File: src/hdl/sdca_dual_coordinate_step_assert.svh
// Assertion macros shared by the dual coordinate step RTL
`ifndef SDCA_DUAL_COORDINATE_STEP_ASSERT_SVH
`define SDCA_DUAL_COORDINATE_STEP_ASSERT_SVH

// Same-cycle implication under reset
`define SDCA_ASSERT_NOW(lbl, ante, cons) \
    lbl: assert property (@(posedge clk) disable iff (!rst_n) (ante) |-> (cons)) \
        else $error("sdca assertion failed");

// Next-cycle implication under reset
`define SDCA_ASSERT_NEXT(lbl, ante, cons) \
    lbl: assert property (@(posedge clk) disable iff (!rst_n) (ante) |=> (cons)) \
        else $error("sdca assertion failed");

`endif

File: src/hdl/sdca_pkg.sv
// Package: types and constants of the dual coordinate step block
`timescale 1ns / 1ps
package sdca_pkg;

    localparam int MAX_FEATURES_DEF = 256;
    localparam int FRAC_BITS_DEF    = 16;
    localparam int CNT_W_MAX        = 17;
    localparam int JQ_DEPTH         = 4;
    localparam int JQ_CNT_W         = $clog2(JQ_DEPTH + 1);

    localparam logic [30:0] L2_RESET   = 31'd65536;
    localparam logic [30:0] CEIL_RESET = 31'h7FFF_FFFF;

    // register select (paddr bit 2)
    localparam logic REG_L2   = 1'b0;
    localparam logic REG_CEIL = 1'b1;

    typedef struct packed {
        logic signed [31:0] feature_value;
        logic signed [31:0] primal_value;
        logic [30:0]        dual_value;
        logic               row_end;
    } in_item_t;

    typedef struct packed {
        logic signed [31:0] delta_dual;
        logic               zero_norm;
    } out_item_t;

    // one closed row handed from the front to the solver
    typedef struct packed {
        logic [63:0]          norm;
        logic signed [63:0]   dot;
        logic [CNT_W_MAX-1:0] cnt;
        logic [30:0]          dual;
    } job_t;

endpackage

File: src/hdl/sdca_jobq.sv
// Job queue between the accumulating front and the solver
`timescale 1ns / 1ps
module sdca_jobq
    import sdca_pkg::*;
(
    input  logic                clk,
    input  logic                rst_n,
    input  logic                wr,
    input  job_t                wr_job,
    input  logic                rd,
    output job_t                rd_job,
    output logic                valid,
    output logic [JQ_CNT_W-1:0] count
);

    localparam int PW = $clog2(JQ_DEPTH);

    job_t                mem [JQ_DEPTH];
    logic [PW-1:0]       wp_reg, rp_reg;
    logic [JQ_CNT_W-1:0] count_reg;
    logic                do_rd;

    assign valid  = (count_reg != '0);
    assign count  = count_reg;
    assign do_rd  = rd & valid;
    assign rd_job = mem[rp_reg];

    always_ff @(posedge clk)
    begin
        if (wr)
            mem[wp_reg] <= wr_job;
    end

    // advance pointers and occupancy
    always_ff @(posedge clk or negedge rst_n)
    begin
        if (!rst_n)
        begin
            wp_reg    <= '0;
            rp_reg    <= '0;
            count_reg <= '0;
        end
        else
        begin
            if (wr)
                wp_reg <= wp_reg + PW'(1);
            if (do_rd)
                rp_reg <= rp_reg + PW'(1);
            count_reg <= count_reg + JQ_CNT_W'(wr) - JQ_CNT_W'(do_rd);
        end
    end

`include "sdca_dual_coordinate_step_assert.svh"
    `SDCA_ASSERT_NOW(a_no_overflow, (count_reg == JQ_CNT_W'(JQ_DEPTH)), !wr)

endmodule

File: config.mk
export PLATFORM = sky130hd
export DESIGN_NAME = sdca_jobq
export DESIGN_NICKNAME = d
export VERILOG_FILES = /design/src/hdl/sdca_pkg.sv /design/src/hdl/sdca_jobq.sv
export VERILOG_INCLUDE_DIRS = /design/src /design/src/hdl
export SDC_FILE = /design/constraint.sdc
export NUM_CORES = 1
export LEC_CHECK = 0
export ABC_CLOCK_PERIOD_IN_PS = 5300
export BUFFER_PORTS_ARGS = -buffer_cell sky130_fd_sc_hd__buf_2
export CORE_MARGIN = 2
export CORE_UTILIZATION = 45
export DETAILED_ROUTE_END_ITERATION = 12
export GPL_TIMING_DRIVEN = 1
export PLACE_DENSITY = 0.73
export SLEW_MARGIN = 20
export SYNTH_ARGS = -nofsm -noshare
export SYNTH_HDL_FRONTEND = slang
export SYNTH_SLANG_ARGS = --single-unit
File: constraint.sdc
create_clock -name clk -period 5.3 [get_ports clk]
set_input_delay 1.06 -clock clk [delete_from_list [all_inputs] [get_ports clk]]
set_output_delay 1.06 -clock clk [all_outputs]
set_load 0.02 [all_outputs]
Word level (Yosys, flattened, before mapping)
Memories as Yosys holds them, arrays and structs flattened.
Index checks and enable logic that the tools add are counted.
Storage, ports and cells
  word-level logic and storage cells: 12
  register bits: 7
  bits of input ports: 180
  RAM bits: 704
  memories kept: 1
  output and inout port bits: 180
Memories
  mem: words 4, width 176, rd ports 1, clocked after memory_dff 0, write ports 1, RTL line sdca_jobq.sv:18  | job_t mem [JQ_DEPTH];
Operators by class
  multiplexer cells: 2
  bitwise operators: 1
  add/sub/neg operators: 4
  reductions and logical operators: 1
Operator list (count)
  $add A2 B1 Y2 const B: 2
  $add A3 B1 Y3: 1
  $reduce_bool A3 Y1: 1
  $sub A3 B1 Y3: 1
  $mux W1: 2
  $and A1 B1 Y1: 1

Longest topological paths before layout
  depth in word-level cells: 3
  depth in mapped cells: 7
  gate-level depth less buffers: 7

Worst setup path before layout
No wires, ideal clock.
  kind: input -> register
  from: in wr
  to: mem mem[0][0] in the netlist's numbering, enable pin
  stages: 1
  path buffers: 0
  setup slack: -0.319 ns
  arrival: 5.063 ns
  library setup time: 0.557 ns
  path through: and2_1
On the way
  longest elaborated chain between the ends: 2
RTL lines
  start, declared: RTL line sdca_jobq.sv:8  | input logic wr,
  $mux W1: RTL line sdca_jobq.sv:30  | if (wr)
  $mux W1 (implied by the code): RTL line sdca_jobq.sv:31  | mem[wp_reg] <= wr_job;
  end, declared: RTL line sdca_jobq.sv:18
No other way between the ends.

==> results.py <==
metrics = {
    "timing": {
        "worstMarginPinSlew_ns": 0.978,
        "fin_skew_ns": 0.0223,
        "rsz0062_at_grt": "no",
        "fin_tns_setup_ns": 0,
        "min_period_ns": 3.87,
        "hold_viol_final": 0,
        "fin_crit_sh_pct": 73.0,
        "slew_headroom_pct": 34.8,
        "slew_violations": 0,
        "max_freq_mhz": 259,
        "setup_viol": 0,
    },
    "final_layout": {
        "nets": 1560,
        "num-fill-cells": 4202,
        "fin_area_um2": 30900,
        "fin_cells": 2193,
        "area_growth_pct": 19.8,
        "largest_reg_flops": 704,
        "drive_above_1_share_pct": 46.5,
    },
    "job": {
        "cap_violations": 0,
    },
    "synthesis": {
        "synth_ff_type": "edfxtp_1",
        "yosys.area.top_type_share_pct": 82.0,
        "yosysWarnings": 0,
        "synth_area_leaders": "edfxtp_1, mux4_2, dfrtp_1",
        "async_flop_share_pct": 0.985,
        "avgSynthCellArea_um2": 27.0,
        "synth_cell_types": 17,
        "synth_edf_count": 704,
        "ys_ff_latch": 711,
        "syn_area_um2": 25800,
        "yosysTopAreaCell": "edfxtp_1",
        "synth_cells": 954,
        "synth_nets": 1141,
        "yosysSeqAreaShare_pct": 82.7,
    },
    "placed_design": {
        "dpl.hpwl_mm": 29.8,
        "io_buffers": 359,
        "placed_area_um2": 28600,
        "gp_congestion": 0.748,
        "dp_cells": 2054,
    },
    "pwr": {
        "powerDensity_nw_per_um2": 585,
        "vdd_drop_max_uv": 402,
        "p_leak_nw": 10.5,
    },
    "setup_path": {
        "startpoint_type": "flop",
        "cp_cell_sequence": "buf_12 > mux4_2 > buf_2",
        "rr_endpoint": "mem[3][135]$_DFFE_PP_",
        "regToRegSetupSlack_ns": 3.08,
        "rr_worst_depth": 3,
        "crit_required_ns": 4.24,
        "worstReg2RegStart": "wp_reg[0]$_DFFE_PN0P_",
        "slowest_stage": "dfrtp_4",
        "crit_arrival_ns": 2.81,
        "path_max_fanout": 39,
        "slowest_delay_ns": 0.99,
        "end_kind": "primary output",
        "worst-setup-path-type": "flop to primary output",
    },
    "clock_network": {
        "cts_tree": "built",
        "cts_setup_buffers": 0,
        "clockBufferDepth": 3,
        "numClockSinks": 711,
        "cts_hold_buf": 0,
        "clockRootBuffer": "clkbuf_16",
        "cts_made_buffers": 73,
        "clock_latency_ns": 0.59,
        "clk_pin_slew_ns": 0.06,
        "cts-resized-gates": 0,
        "htree_levels": 3,
    },
    "run_status": {
        "status": "finished clean",
    },
    "global_route": {
        "grt.total_usage_pct": 16.7,
        "antenna_found_initial": 13,
        "grt_pass1_wl_mm": 74.2,
        "grt_pass1_vias": 12300,
        "grt_overflow_total": 0,
        "grt_max_degree": 91,
    },
    "detailed_routing": {
        "detail_route.wl_per_cell_um": 22.5,
        "drt_iter0_drc": 656,
        "vias": 11500,
        "viasPerCell": 5.25,
        "wl_mm": 49.2,
        "drc": 0,
        "drt_pass1_iterations": 4,
        "ant_nets": 0,
    },
    "die": {
        "fp.coreArea_um2": 56500,
        "fp.dieW_um": 243,
        "die_area_um2": 59200,
        "ioPinCount": 360,
        "initial_core_util_pct": 45.6,
        "die_y_um": 243,
        "rows": 87,
    },
    "worst_hold_path": {
        "min_path_type": "primary input to asynchronous set/reset pin",
    },
}
[where the power goes]
group / switching, mW / internal, mW
sequential: 0.411 / 7.35
combinational: 3.25 / 2.26
clock: 1.99 / 2.80
[final cells by class]
class	count	area (um^2)	share of cell area, %
Antenna cell	8	20.0	0.0648
Clock buffer	84	1890	6.12
Clock inverter	47	374	1.21
Inverter	6	22.5	0.0729
Multi-Input combinational cell	197	4170	13.5
Sequential cell	711	21300	69.0
Tap cell	756	946	3.06
Timing Repair Buffer	384	2150	6.95
[routing by layer]
metal	routed length [um]	GRT usage [%]
met1	19400	21.0
met2	24700	27.5
met3	3850	5.10
met4	1240	6.23
met5	77	0
[kinds of logic (layout without fill, tap and decap cells)]
| family | count (synthesis) | count (layout) | share of synthesized area, % |
|---|---|---|---|
| fa+ha+maj | 7 | 7 | 0.369 |
| buf+inv | 46 | 521 | 1.20 |
| simple gates | 6 | 6 | 0.136 |
| flops | 711 | 711 | 82.7 |
| xor+xnor | 5 | 5 | 0.170 |
| other cells | 0 | 8 | 0 |
| mux | 176 | 176 | 15.4 |
| compound gates | 3 | 3 | 0.0873 |
[per-stage QoR]
| step | utilization [%] | hold WS, ns | total power [mW] | worst slack (ns) |
|---|---|---|---|---|
| 2_1_floorplan | - | 0.494 | 11.6 | 1.62 |
| 3_3_place_gp | 50.6 | 0.513 | 13.4 | 1.96 |
| 3_5_place_dp | 50.6 | 0.530 | 13.5 | 1.96 |
| 4_1_cts | 54.6 | 0.245 | 18.4 | 1.28 |
| 5_1_grt | 54.7 | 0.266 | 18.8 | 1.22 |
| 6_report | 54.7 | 0.291 | 18.1 | 1.43 |
[synthesized netlist by cell type (all sizes together), types with 2 or more instances]
cell      n
buf      35
and2      4
dfrtp     7
xnor2     3
inv       6
edfxtp  704
ha        6
xor2      2
clkbuf    5
mux4    176
[worst max path at each step]
stage,start,endpoint,slack (ns),depth (start not counted)
final,rp_reg[0]$_DFFE_PN0P_,rd_job[117],1.43,3
after global routing,rp_reg[0]$_DFFE_PN0P_,rd_job[161],1.22,3
after CTS,rp_reg[0]$_DFFE_PN0P_,rd_job[117],1.28,3
after detailed placement,rp_reg[0]$_DFFE_PN0P_,rd_job[62],1.96,3
after global placement,rp_reg[0]$_DFFE_PN0P_,rd_job[62],1.96,3
after floorplan,wr,mem[1][0]$_DFFE_PP_,1.62,1
[worst max-delay path: cells and delay by family (launching register included)]
| kind | cells | cell delay (ns) |
|---|---|---|
| buffers and inverters | 2 | 0.54 |
| DFF | 1 | 0.99 |
| muxes | 1 | 0.59 |
[placed cells by master (no fill, tap or decap)]
cell / Yosys / routed
inv_8: 0 / 1
inv_1: 6 / 6
clkinv_1: 0 / 22
nand2_1: 1 / 1
edfxtp_1: 704 / 704
fa_1: 1 / 1
or3_1: 1 / 1
inv_6: 0 / 3
xor2_1: 2 / 2
ha_1: 6 / 6
buf_2: 20 / 359
clkinv_4: 0 / 2
clkinv_2: 0 / 11
and2_4: 0 / 4
o31a_1: 1 / 1
o311ai_0: 1 / 1
buf_4: 0 / 12
clkbuf_16: 0 / 74
clkbuf_1: 5 / 10
bufinv_16: 0 / 5
dfrtp_1: 7 / 5
mux4_2: 176 / 176
buf_12: 0 / 13
diode_2: 0 / 8
xnor2_1: 3 / 3
clkinv_8: 0 / 1
clkinvlp_4: 0 / 2
o21ai_0: 1 / 1
dfrtp_4: 0 / 2
(Power assumes the default switching activity.)
