===== src/hdl/sdca_dual_coordinate_step_assert.svh =====
// Assertion macros shared by the dual coordinate step RTL
`ifndef SDCA_DUAL_COORDINATE_STEP_ASSERT_SVH
`define SDCA_DUAL_COORDINATE_STEP_ASSERT_SVH

// Same-cycle implication under reset
`define SDCA_ASSERT_NOW(lbl, ante, cons) \
    lbl: assert property (@(posedge clk) disable iff (!rst_n) (ante) |-> (cons)) \
        else $error("sdca assertion failed");

// Next-cycle implication under reset
`define SDCA_ASSERT_NEXT(lbl, ante, cons) \
    lbl: assert property (@(posedge clk) disable iff (!rst_n) (ante) |=> (cons)) \
        else $error("sdca assertion failed");

`endif


===== src/hdl/sdca_pkg.sv =====
// Package: types and constants of the dual coordinate step block
`timescale 1ns / 1ps
package sdca_pkg;

    localparam int MAX_FEATURES_DEF = 256;
    localparam int FRAC_BITS_DEF    = 16;
    localparam int CNT_W_MAX        = 17;
    localparam int JQ_DEPTH         = 4;
    localparam int JQ_CNT_W         = $clog2(JQ_DEPTH + 1);

    localparam logic [30:0] L2_RESET   = 31'd65536;
    localparam logic [30:0] CEIL_RESET = 31'h7FFF_FFFF;

    // register select (paddr bit 2)
    localparam logic REG_L2   = 1'b0;
    localparam logic REG_CEIL = 1'b1;

    typedef struct packed {
        logic signed [31:0] feature_value;
        logic signed [31:0] primal_value;
        logic [30:0]        dual_value;
        logic               row_end;
    } in_item_t;

    typedef struct packed {
        logic signed [31:0] delta_dual;
        logic               zero_norm;
    } out_item_t;

    // one closed row handed from the front to the solver
    typedef struct packed {
        logic [63:0]          norm;
        logic signed [63:0]   dot;
        logic [CNT_W_MAX-1:0] cnt;
        logic [30:0]          dual;
    } job_t;

endpackage


===== src/hdl/sdca_back.sv =====
// Solver: bit-serial search for the root of the dual update quadratic
`timescale 1ns / 1ps
module sdca_back
    import sdca_pkg::*;
#(
    parameter int MAX_FEATURES = MAX_FEATURES_DEF,
    parameter int FRAC_BITS    = FRAC_BITS_DEF
)
(
    input  logic        clk,
    input  logic        rst_n,
    input  logic        job_valid,
    input  job_t        job,
    output logic        job_pop,
    input  logic [30:0] l2_strength,
    input  logic [30:0] dual_ceiling,
    output logic        res_valid,
    output out_item_t   res,
    input  logic        res_ready
);

    localparam int CW  = $clog2(MAX_FEATURES + 1);
    localparam int LCW = 31 + CW;
    localparam int GW  = 128 + CW;
    localparam int IW  = $clog2(LCW + 1);

    localparam logic [2:0] ST_IDLE = 3'd0;
    localparam logic [2:0] ST_LC   = 3'd1;
    localparam logic [2:0] ST_SER  = 3'd2;
    localparam logic [2:0] ST_P1   = 3'd3;
    localparam logic [2:0] ST_P2   = 3'd4;
    localparam logic [2:0] ST_FIN  = 3'd5;

    logic [2:0]           state_reg;
    logic [63:0]          norm_reg;
    logic signed [63:0]   dot_reg;
    logic [CW-1:0]        cnt_reg;
    logic [30:0]          dual_reg, ds_reg;
    logic                 zero_reg;
    logic [LCW-1:0]       lc_reg, lcs_reg;
    logic signed [GW-1:0] pa_reg, na_reg, t_reg, s_reg, nb_reg, w_reg;
    logic [IW-1:0]        i_reg;
    logic [4:0]           j_reg;
    logic [30:0]          x_reg, xc;
    logic [30:0]          l_eff;
    logic signed [GW-1:0] g, t_step;
    logic signed [31:0]   delta;

    assign l_eff  = (l2_strength == '0) ? 31'd1 : l2_strength;
    assign job_pop = (state_reg == ST_IDLE) & job_valid;
    assign t_step = (lcs_reg[0] ? pa_reg : '0) - (ds_reg[0] ? na_reg : '0);
    assign g      = s_reg + (w_reg <<< j_reg);

    // sequence one job
    always_ff @(posedge clk or negedge rst_n)
    begin
        if (!rst_n)
            state_reg <= ST_IDLE;
        else
        begin
            unique case (state_reg)
                ST_IDLE:
                begin
                    if (job_valid)
                        state_reg <= (job.norm == '0) ? ST_FIN : ST_LC;
                end
                ST_LC:
                    state_reg <= ST_SER;
                ST_SER:
                begin
                    if (i_reg == IW'(LCW - 1))
                        state_reg <= ST_P1;
                end
                ST_P1:
                    state_reg <= ST_P2;
                ST_P2:
                    state_reg <= (j_reg == 5'd0) ? ST_FIN : ST_P1;
                ST_FIN:
                begin
                    if (res_ready)
                        state_reg <= ST_IDLE;
                end
                default:
                    state_reg <= ST_IDLE;
            endcase
        end
    end

    // datapath
    always_ff @(posedge clk)
    begin
        unique case (state_reg)
            ST_IDLE:
            begin
                norm_reg <= job.norm;
                dot_reg  <= job.dot;
                cnt_reg  <= job.cnt[CW-1:0];
                dual_reg <= job.dual;
                zero_reg <= (job.norm == '0);
                x_reg    <= '0;
            end
            ST_LC:
            begin
                lc_reg  <= LCW'(l_eff * cnt_reg);
                lcs_reg <= LCW'(l_eff * cnt_reg);
                pa_reg  <= GW'(dot_reg);
                na_reg  <= GW'(norm_reg);
                ds_reg  <= dual_reg;
                t_reg   <= '0;
                i_reg   <= '0;
            end
            ST_SER:
            begin
                // T = P*L*c - N*d, one bit of each multiplier a cycle
                t_reg   <= t_reg + t_step;
                pa_reg  <= pa_reg <<< 1;
                na_reg  <= na_reg <<< 1;
                lcs_reg <= lcs_reg >> 1;
                ds_reg  <= ds_reg >> 1;
                i_reg   <= i_reg + IW'(1);
                s_reg   <= -(GW'(lc_reg) <<< (3 * FRAC_BITS));
                nb_reg  <= GW'(norm_reg) <<< 30;
                j_reg   <= 5'd30;
                x_reg   <= '0;
            end
            ST_P1:
                w_reg <= t_reg + nb_reg;
            ST_P2:
            begin
                // keep the bit while the quadratic stays at or below zero
                if (g[GW-1] || g == '0)
                begin
                    x_reg[j_reg] <= 1'b1;
                    s_reg        <= g;
                    t_reg        <= t_reg + (nb_reg <<< 1);
                end
                nb_reg <= nb_reg >>> 1;
                j_reg  <= j_reg - 5'd1;
            end
            ST_FIN:
                ;
            default:
                ;
        endcase
    end

    // clamp and form the result
    assign xc    = (x_reg > dual_ceiling) ? dual_ceiling : x_reg;
    assign delta = {1'b0, xc} - {1'b0, dual_reg};

    assign res_valid      = (state_reg == ST_FIN);
    assign res.delta_dual = zero_reg ? 32'sd0 : delta;
    assign res.zero_norm  = zero_reg;

`include "sdca_dual_coordinate_step_assert.svh"
    `SDCA_ASSERT_NOW(a_pop_idle, job_pop, (state_reg == ST_IDLE))
    `SDCA_ASSERT_NEXT(a_fin_hold, (res_valid && !res_ready), res_valid)

endmodule


===== config.mk =====
export PLATFORM = sky130hd
export DESIGN_NAME = sdca_back
export DESIGN_NICKNAME = d
export VERILOG_FILES = /design/src/hdl/sdca_pkg.sv /design/src/hdl/sdca_back.sv
export VERILOG_INCLUDE_DIRS = /design/src /design/src/hdl
export SDC_FILE = /design/constraint.sdc
export NUM_CORES = 2
export LEC_CHECK = 0
export BUFFER_PORTS_ARGS = -buffer_cell sky130_fd_sc_hd__buf_2
export CAP_MARGIN = 20
export CORE_MARGIN = 3
export CORE_UTILIZATION = 25
export CTS_CLUSTER_DIAMETER = 200
export DETAILED_ROUTE_END_ITERATION = 8
export MAX_ROUTING_LAYER = met4
export PLACE_DENSITY = 0.4
export SLEW_MARGIN = 10
export SYNTH_ARGS = -nofsm -noshare
export SYNTH_HDL_FRONTEND = slang
export SYNTH_SLANG_ARGS = --single-unit

===== constraint.sdc =====
create_clock -name clk -period 18.01 [get_ports clk]
set_input_delay 0.9005 -clock clk [delete_from_list [all_inputs] [get_ports clk]]
set_output_delay 0.9005 -clock clk [all_outputs]
set_load 0.05 [all_outputs]

==> Word-level counts from Yosys, hierarchy flattened <==
Cells that the tools add are included.
{ "totals": {"register_bits": 1147, "in_bits": 242, "output_inout_bits": 35, "wordCells": 89} }
{ "op_classes": {"shifts": 1, "add_sub_neg": 9, "bitwise": 3, "mul": 1, "n_reduce_logical": 17, "magnitude_cmp": 3, "n_eq_ne": 10, "mux": 26} }
{ "op_table": {"columns": ["op", "count"], "rows": [
  ["137-bit case mux with 2 select lines", 4],
  ["137-bit adder", 4],
  ["137-bit two-way mux", 4],
  ["137-bit case mux with 3 select lines", 1],
  ["137-bit logical NOT", 1],
  ["88-bit negation with 137-bit output", 1],
  ["137-bit by 5-bit <<< shifter with 137-bit output", 1],
  ["137-bit subtractor", 1],
  ["31-bit case mux with 2 select lines", 2],
  ["31-bit two-way mux", 3],
  ["40-bit case mux with 2 select lines", 1],
  ["64-bit logical NOT", 1],
  ["31-bit by 9-bit multiplier with 40-bit output", 1],
  ["32-bit two-way mux", 1],
  ["31-bit by 31-bit subtractor with 32-bit output", 1],
  ["31-bit > comparator", 1],
  ["31-bit logical NOT", 1],
  ["31-bit OR", 1],
  ["3-bit case mux with 6 select lines", 1],
  ["3-bit two-way mux", 5],
  ["6-bit case mux with 2 select lines", 1],
  ["5-bit case mux with 2 select lines", 1],
  ["2-bit AND reduction", 4],
  ["6-bit by 1-bit adder with 6-bit output, second input constant", 1],
  ["other kinds (21)", 27]
]} }

==> Depth between registers and ports, before layout <==
{ "logic_depth": {"ltp_word": 7, "ltp_mapped": 35, "mapped_depth_nobuf": 34} }

==> Worst setup path before layout <==
No wires, ideal clock.
{ "synth_timing": {"kind": "register to output", "startpoint": "reg state_reg[1]", "endpoint": "out job_pop", "arrival_time_ns": 13.509, "stages_incl_launch_ff": 4, "n_path_buf": 1, "required_time_ns": 17.110, "slack_ns": 3.600, "cell_sequence": "dfrtp_1 clkbuf_1 nor3_1 and2_1"} }
{ "synth_via": {"elab_chain_len": 2} }
{ "synth_lines": {"columns": ["item", "line", "rtl"], "rows": [
  ["from (decl)", "sdca_back.sv:34", "logic [2:0] state_reg;"],
  ["from (signal assigned)", "sdca_back.sv:65", "state_reg <= (job.norm == '0) ? ST_FIN : ST_LC;"],
  ["from (signal assigned)", "sdca_back.sv:77", "state_reg <= (j_reg == 5'd0) ? ST_FIN : ST_P1;"],
  ["3-bit logical NOT", "sdca_back.sv:50", "assign job_pop = (state_reg == ST_IDLE) & job_valid;"],
  ["1-bit bitwise AND", "sdca_back.sv:50", null],
  ["to (decl)", "sdca_back.sv:14", "output logic job_pop,"]
]} }
No other way between the ends.

==> Final worst setup path <==
{ "layout_timing": {"startpoint": "reg j_reg[3]", "endpoint": "reg s_reg[12] (enable)"} }
{ "layout_via": {"elab_chain_len": 6} }
{ "layout_lines": {"columns": ["item", "line", "rtl"], "rows": [
  ["from (decl)", "sdca_back.sv:43", "logic [4:0] j_reg;"],
  ["from (signal assigned)", "sdca_back.sv:138", "j_reg <= j_reg - 5'd1;"],
  ["137-bit by 5-bit <<< shifter with 137-bit output (*)", "sdca_back.sv:52", "assign g = s_reg + (w_reg <<< j_reg);"],
  ["137-bit adder (*)", "sdca_back.sv:52", null],
  ["137-bit logical NOT", "sdca_back.sv:131", "if (g[GW-1] || g == '0)"],
  ["1-bit logical OR (*)", "sdca_back.sv:131", null],
  ["2-bit inequality test (no source line) (*)", null, null],
  ["2-bit AND reduction (no source line) (*)", null, null],
  ["to (signal assigned)", "sdca_back.sv:121", "s_reg <= -(GW'(lc_reg) <<< (3 * FRAC_BITS));"],
  ["to (signal assigned)", "sdca_back.sv:134", "s_reg <= g;"],
  ["to (decl)", "sdca_back.sv:41", "logic signed [GW-1:0] pa_reg, na_reg, t_reg, s_reg, nb_reg, w_reg;"]
]} }
Every way passes the cells marked *; elsewhere a longest branch is shown, timed or not.
A chain may end at the register's enable or synchronous reset.

==> impl_metrics.toml <==
[status]
status = "finished, final reports clean"

[die]
io_pins = 277
die_w_um = 626
die_h_um = 626
die_area_sq_um = 391000
rows = 226
core_sq_um = 381000
start_util_pct = 25.2

[hold_path]
hold_class = "in2reg"
whs_path_depth = 1

[clock_tree]
cts_setup_buffers = 0
cts_sinks = 1104
cts_tree = "done"
insertion_delay_ns = 0.90
cts-root-buf = "clkbuf_16"
clockBufferDepth = 4
clk_pin_slew_ns = 0.06
numCtsBuffers = 155
htree_levels = 4

[yosys]
synth-seq-cells = 1104
async_flop_share_pct = 0.272
synthTopCellsByCount = "nand2_1 (1803), edfxtp_1 (1101), inv_1 (882)"
synth-main-ff-cell = "edfxtp_1"
synth_cell_types = 120
synth_warnings = 0
netlist_area_sq_um = 95900
avgSynthCellArea_sq_um = 9.06
yosysMostFrequentCell = "nand2_1"
synth.area.top_cells = "edfxtp_1 (34%), ha_1 (7.7%), fa_1 (7.2%)"
synth_edf_count = 1101
yosysSeqAreaShare_pct = 34.5
yosys.area.top_type = "edfxtp_1"
syn_nets = 11800
synth_top_area_share_pct = 34.5
postSynthCellCount = 10600

[routing]
wl_per_cell_um = 22.2
drt_iter0_drc = 5766
dr.pass1.iters = 6
ant_nets = 0
vias = 78100
routed_wirelength_um = 349000
vias_per_cell = 4.97
post-route-drc-count = 0

[layout]
nNetsFinal = 11800
area.growth.synth_to_final_pct = 11.9
drive_above_1_share_pct = 8.11
stdcell_area_sq_um = 107000
final_cells = 15700

[critical_path]
timing.rr.start = "j_reg[3]$_SDFFCE_PN1P_"
crit_chain = "buf_4, clkinv_2, buf_4, o21ai_0, mux2i_1, ha_1, a21oi_1, o21ai_1, a2111o_1, nor4_1, o2111ai_1, a2111oi_0, nand3_1, nor4_1, nand4_1, nor4_1, nand4_1, nor4bb_1, nand4_1, nor4b_2, or3b_4, buf_4, buf_4"
path_max_fanout = 81
worst-endpoint-arrival_ns = 11.94
worst_setup_path_start_kind = "flip-flop"
r2r_end = "s_reg[12]$_SDFFCE_PN0P_"
worst_path_largest_cell_delay_ns = 0.82
crit_path_end_kind = "flip-flop"
critPathMostFrequentCell = "buf_4"
critPathSlowestCell = "buf_4"
critPathRequiredTime_ns = 18.50
reg2reg_slack_ns = 6.56
critPathLaunch = "j_reg[3]$_SDFFCE_PN1P_"
worstSetupPathType = "reg2reg"
cp-endpoint = "s_reg[12]$_SDFFCE_PN0P_"
r2r_cells = 23

[sta]
slew-limit-headroom_pct = 19.1
clock.fmax_mhz = 87.3
slew_violations = 0
rsz0062_at_grt = "false"
setup_viol = 0
post-route-min-period_ns = 11.45
tightest_slew_ns = 1.21
fin_tns_setup_ns = 0
finalHoldViolCount = 0
min_period_over_period_pct = 63.6
clock-skew-final_ns = 0.0676

[global_routing]
grtUsageTotal_pct = 18.0
grt_overflow = 0
grt_max_degree = 117
grt_pass1_wl_um = 524000
grt.met3_usage_pct = 1.88
grt_pass1_vias = 79800
antenna_found_initial = 25
gr-usage-met1_pct = 25.2
gr-usage-met2_pct = 27.5
busiest_layer = "met2"

[place]
place_congestion = 0.915
placed_cell_area_sq_um = 102000
dp_hpwl_um = 281000
placedCellCount = 15400
numPortBuffers = 268

[run]
cap_violations = 0
[placed cells by master, fill, tap and decap left out, drive strengths merged, types with 344 or more instances in the layout]
cell type     n
ha          589
a21o        344
a21oi       772
o21ai       482
buf         372
edfxtp     1101
and2        399
nor2        600
inv         888
fa          344
nand2      1804
xnor2       393
[area by class of cell]
| class | count | area, sq um |
|---|---|---|
| clock buffers | 190 | 4100 |
| fillers | 40700 | 273000 |
| clock inverters | 85 | 810 |
| repair buffers | 373 | 2250 |
| multi-input cells | 8061 | 57500 |
| flip-flops and latches | 1104 | 33100 |
| inverters | 884 | 3320 |
| diodes | 14 | 35.0 |
| well taps | 5016 | 6280 |
[worst min-delay path by stage]
stage | from | end | slack [ns]
6_report | job[18] | dual_reg[18]$_DFFE_PN_ | 0.18
5_1_grt | job[19] | dual_reg[19]$_DFFE_PN_ | 0.14
2_1_floorplan | ds_reg[1]$_DFFE_PP_ | ds_reg[0]$_DFFE_PP_ | 0.48
4_1_cts | job[18] | dual_reg[18]$_DFFE_PN_ | 0.09
3_3_place_gp | lcs_reg[8]$_DFFE_PP_ | lcs_reg[7]$_DFFE_PP_ | 0.49
3_5_place_dp | lcs_reg[25]$_DFFE_PP_ | lcs_reg[24]$_DFFE_PP_ | 0.50
[routing by layer]
metal / vias to the layer above / wire [um]
met4: 0 / 9490
met3: 400 / 15300
met5: - / 0
met2: 1810 / 155000
li1: 37400 / -
met1: 38500 / 170000
[timing repair]
item,CTS,global route
endpoints found under the setup margin,0,0
gates resized for setup,0,0
hold buffers,1,0
hold endpoints to repair,3,0
[per-stage QoR]
stage,worst slack [ns],util (%),hold slack (ns)
after detailed placement,6.56,26.9,0.496
after floorplan,3.60,-,0.484
after global placement,6.56,26.9,0.493
after global routing,5.91,28.2,0.144
final,6.56,28.2,0.177
after CTS,6.56,28.2,0.0900
[critical path: cells and delay by family, from the launching register on]
kind	cells	cell delay, ns
fa+ha+maj	1	0.47
flops	1	0.33
compound gates	6	2.64
buf+inv	5	3.53
simple gates	10	3.74
mux	1	0.21
[kinds of logic (layout without fill, tap and decap cells)]
group / count (synthesis) / count (layout) / share of synthesized area, %
AND/OR/NAND/NOR: 3741 / 3741 / 18.0
flip-flops: 1104 / 1104 / 34.5
buffers and inverters: 1426 / 1532 / 5.67
other: 0 / 14 / 0
adder cells (fa/ha/maj): 933 / 933 / 14.9
AO/OA/AOI/OAI: 2425 / 2425 / 16.1
XOR/XNOR: 590 / 590 / 5.39
multiplexers: 372 / 372 / 5.44
Power is not shown: default switching activity piles up to over one toggle a cycle in this logic, so the estimate is an artifact.
